**src/hdl/nearest_color_l1_search_assert.svh**
```systemverilog
// Assertion macros for the nearest-color search block.
// Each macro is empty when ASSERT_OFF is defined.
`ifndef NEAREST_COLOR_L1_SEARCH_ASSERT_SVH
`define NEAREST_COLOR_L1_SEARCH_ASSERT_SVH

`ifndef ASSERT_OFF

// Condition must hold at every clock edge outside reset.
`define NCL1_ASSERT_ALWAYS(lbl, cond, msg) \
   lbl: assert property (@(posedge clock) disable iff (reset) (cond)) else $error(msg);

// Antecedent implies consequent in the same cycle.
`define NCL1_ASSERT_IMPLIES(lbl, ante, cons, msg) \
   lbl: assert property (@(posedge clock) disable iff (reset) (ante) |-> (cons)) else $error(msg);

`else

`define NCL1_ASSERT_ALWAYS(lbl, cond, msg)
`define NCL1_ASSERT_IMPLIES(lbl, ante, cons, msg)

`endif

`endif

```
**src/hdl/ncl1_pkg.sv**
```systemverilog
package ncl1_pkg;

   // Field widths
   localparam int CHAN_W = 8;
   localparam int DIST_W = 10;
   localparam int CFG_W  = 9;

   // Command codes
   localparam logic CMD_LOAD  = 1'b0;
   localparam logic CMD_QUERY = 1'b1;

   // Distance reported for an empty table
   localparam logic [DIST_W-1:0] EMPTY_DISTANCE = 10'd765;

   // One stored color, blue in the low byte
   typedef struct packed {
      logic [CHAN_W-1:0] red;
      logic [CHAN_W-1:0] green;
      logic [CHAN_W-1:0] blue;
   } color_type;

   typedef struct packed {
      logic              cmd;
      logic [7:0]        entry_index;
      logic [CHAN_W-1:0] chan_blue;
      logic [CHAN_W-1:0] chan_green;
      logic [CHAN_W-1:0] chan_red;
   } req_type;

   typedef struct packed {
      logic [7:0]        best_index;
      logic [DIST_W-1:0] best_distance;
   } rsp_type;

endpackage

```
**src/hdl/ncl1_dist.sv**
```systemverilog
module ncl1_dist
   import ncl1_pkg::*;
(
   input  color_type         query,
   input  color_type         entry,
   output logic [DIST_W-1:0] distance
);

   logic [CHAN_W-1:0] diff_b;
   logic [CHAN_W-1:0] diff_g;
   logic [CHAN_W-1:0] diff_r;

   // Absolute difference per channel
   always_comb begin
      diff_b = (query.blue  > entry.blue)  ? query.blue  - entry.blue  : entry.blue  - query.blue;
      diff_g = (query.green > entry.green) ? query.green - entry.green : entry.green - query.green;
      diff_r = (query.red   > entry.red)   ? query.red   - entry.red   : entry.red   - query.red;
   end

   // Sum of the three channel distances
   assign distance = DIST_W'(diff_b) + DIST_W'(diff_g) + DIST_W'(diff_r);

endmodule

```
**config.mk**
```make
export PLATFORM = sky130hd
export DESIGN_NAME = ncl1_dist
export DESIGN_NICKNAME = d
export VERILOG_FILES = /design/src/hdl/nearest_color_l1_search_assert.svh /design/src/hdl/ncl1_pkg.sv /design/src/hdl/ncl1_dist.sv
export SDC_FILE = /design/constraint.sdc
export NUM_CORES = 1
export LEC_CHECK = 0
export ABC_AREA = 1
export CAP_MARGIN = 20
export CORE_MARGIN = 2
export CORE_UTILIZATION = 25
export DETAILED_ROUTE_END_ITERATION = 8
export DONT_BUFFER_PORTS = 1
export GPL_TIMING_DRIVEN = 0
export PLACE_DENSITY = 0.41
export SETUP_SLACK_MARGIN = 0.02
export SYNTH_ARGS = -nofsm -noshare
export SYNTH_HDL_FRONTEND = slang
export SYNTH_SLANG_ARGS = --single-unit
```
**constraint.sdc**
```tcl
create_clock -name vclk -period 4.3
set_input_delay 0.215 -clock vclk [all_inputs]
set_output_delay 0.215 -clock vclk [all_outputs]
set_load 0.005 [all_outputs]
```
==> reports/results.tsv <==
metric	value	unit
outcome	finished clean	
p_int	0.3403	mW
slowest_stage	fa_1	
synth.avg_cell_area	5.809	sq um
worstPathRequired	4.09	ns
setup_tns	0	ns
synthCells	504	
clock_power_share	0	
final_util	0.2721	
endpoint_kind	output port	
grt_max_degree	11	
yosys-top-cells-area	ha_1 22%, nand2_1 19%, inv_1 16%, fa_1 10%, nand3_1 8.4%	
slew_headroom	0.7245	
areaGrowthSynthToFinish	6.111	%
rows	39	
synth_area	2928	sq um
max_slew.worst_pin.slew	0.4090	ns
drtIter0Drc	96	
drt-vias-per-instance	4.331	
cp_slowest_stage_delay	0.43	ns
ir_drop	0.1200	mV
synth.distinct_cells	28	
yosysTopAreaCellShare	0.2222	
post_cts.repair.setup_buffers	0	
power_density	293.0	nW/um^2
synth.largest_area_cell	ha_1	
seq_cell_count	0	
io_buffers	0	
grt_pass1_vias	2717	
final_cell_mix	147 x nand2_1, 128 x inv_1, 52 x ha_1	
nNetsFinal	621	
crit_type	in -> out	
drive_gt1_frac	0.04365	
clkbuf_count	0	
initial_core_util	0.2564	
combPwrFrac	1.000	
grt_pass1_wl	12310	um
drv_cap	0	
dieHeight	112.2	um
cp.arrival	3.51	ns
cts_resized	0	
diodes	0	
p_seq_frac	0	
path_cells	inv_1 > ha_1 > inv_1 > fa_1 > nand3_1 > nand2_1 > nand2_1 > nand2_1 > nand2_1 > buf_4 > nand2_1 > o21ai_1 > fa_1 > inv_1 > ha_1 > inv_1 > fa_1 > o21ai_0 > nand2_1 > nand2_1 > xor2_1	
p_switching	0.5699	mW
p_leak	1.963	nW
hold_violations	0	
crit_top_cell	nand2_1	
die_area	12590	sq um
wl_per_cell	10.87	um
swShare	0.6261	
core	11420	sq um
start_kind	input port	
rsz0062_at_grt	false	
ant_nets	0	
worstPathMaxFanout	10	
drc	0	
final_common_cell	nand2_1	
fin_hold_ws	0.9231	ns
final-seq-area	0	sq um
post-route-min-period	3.721	ns
antenna_found_initial	0	
routed_wl	7032	um
die_x	112.2	um
maxSlewViolCount	0	
finalWeightedCongestion	0.8172	
io_pins	58	
min_period_over_period	0.8653	
ys_seq_area_frac	0	
placed_cells	647	
multi_input_area	2387	sq um
grt-ovfl-total	0	
final_cells	647	
hold_path.class	in -> out	
setup_viol	0	
synth_fp_nets	619	
fill_cells	1357	
synth_warnings	0	
num_vias	2802	
place_hpwl	6450	um
track_usage	0.1128	
max_freq	268.8	MHz
dr.pass1.iters	5	
cts_hold_buf	0	
## power groups by stage
stage	Sequential, mW	Combinational [mW]	Clock [mW]
final	0	0.910	0
after global routing	0	1.06	0
after CTS	0	0.937	0
after detailed placement	0	0.933	0
after global placement	0	0.926	0
after floorplan	0	0.718	0
## cell families after synthesis
group	share of synthesized area
AND/OR/NAND/NOR	0.3333
buffers and inverters	0.1846
adder cells (fa/ha/maj)	0.3248
XOR/XNOR	0.06282
AO/OA/AOI/OAI	0.09445
## worst max-delay path, delay by kind of cell
| kind | cells | cell delay [ns] |
|---|---|---|
| AO/OA/AOI/OAI | 2 | 0.42 |
| XOR/XNOR | 1 | 0.23 |
| adder cells (fa/ha/maj) | 5 | 1.55 |
| buffers and inverters | 5 | 0.40 |
| AND/OR/NAND/NOR | 8 | 0.67 |
## final timing paths
| check | start | endpoint | slack, ns | cells past startpoint |
|---|---|---|---|---|
| setup / recovery | query[8] | distance[7] | 0.58 | 21 |
| hold / removal | entry[8] | distance[0] | 0.92 | 3 |
## layout make-up
type / instances / area share
buffer: 9 / 0.01812
tap: 143 / 0.05759
inverter: 129 / 0.1559
multi-input combinational: 366 / 0.7684
## synth_stat cells, drive strengths merged
| cell type | count |
|---|---|
| nand2 | 151 |
| nand4 | 7 |
| o211ai | 1 |
| ha | 52 |
| a31oi | 1 |
| nor2 | 19 |
| fa | 15 |
| a21o | 4 |
| or2 | 3 |
| buf | 9 |
| inv | 129 |
| nor3 | 1 |
| nand3 | 49 |
| nand3b | 1 |
| xor2 | 15 |
| a21oi | 21 |
| o21bai | 2 |
| xnor2 | 6 |
| o21ai | 18 |
## metal layers
metal  vias to the layer above  global-route usage  routed length (um)
met5                         -                   0                   0
met1                      1235              0.1636                3622
met2                        39              0.1960                3146
li1                       1528                   -                   -
met3                         0            0.008099                 264
met4                         0                   0                   0
## stage by stage
step | instance area (sq um) | total power, mW | worst slack [ns]
after floorplan | 2928 | 0.7179 | 0.9722
final | 3107 | 0.9101 | 0.5792
after detailed placement | 3107 | 0.9329 | 0.4697
after CTS | 3107 | 0.9369 | 0.4541
after global routing | 3107 | 1.065 | 0.09708
after global placement | 3107 | 0.9258 | 0.4479
Note: power is estimated with default switching activity, not from simulation.
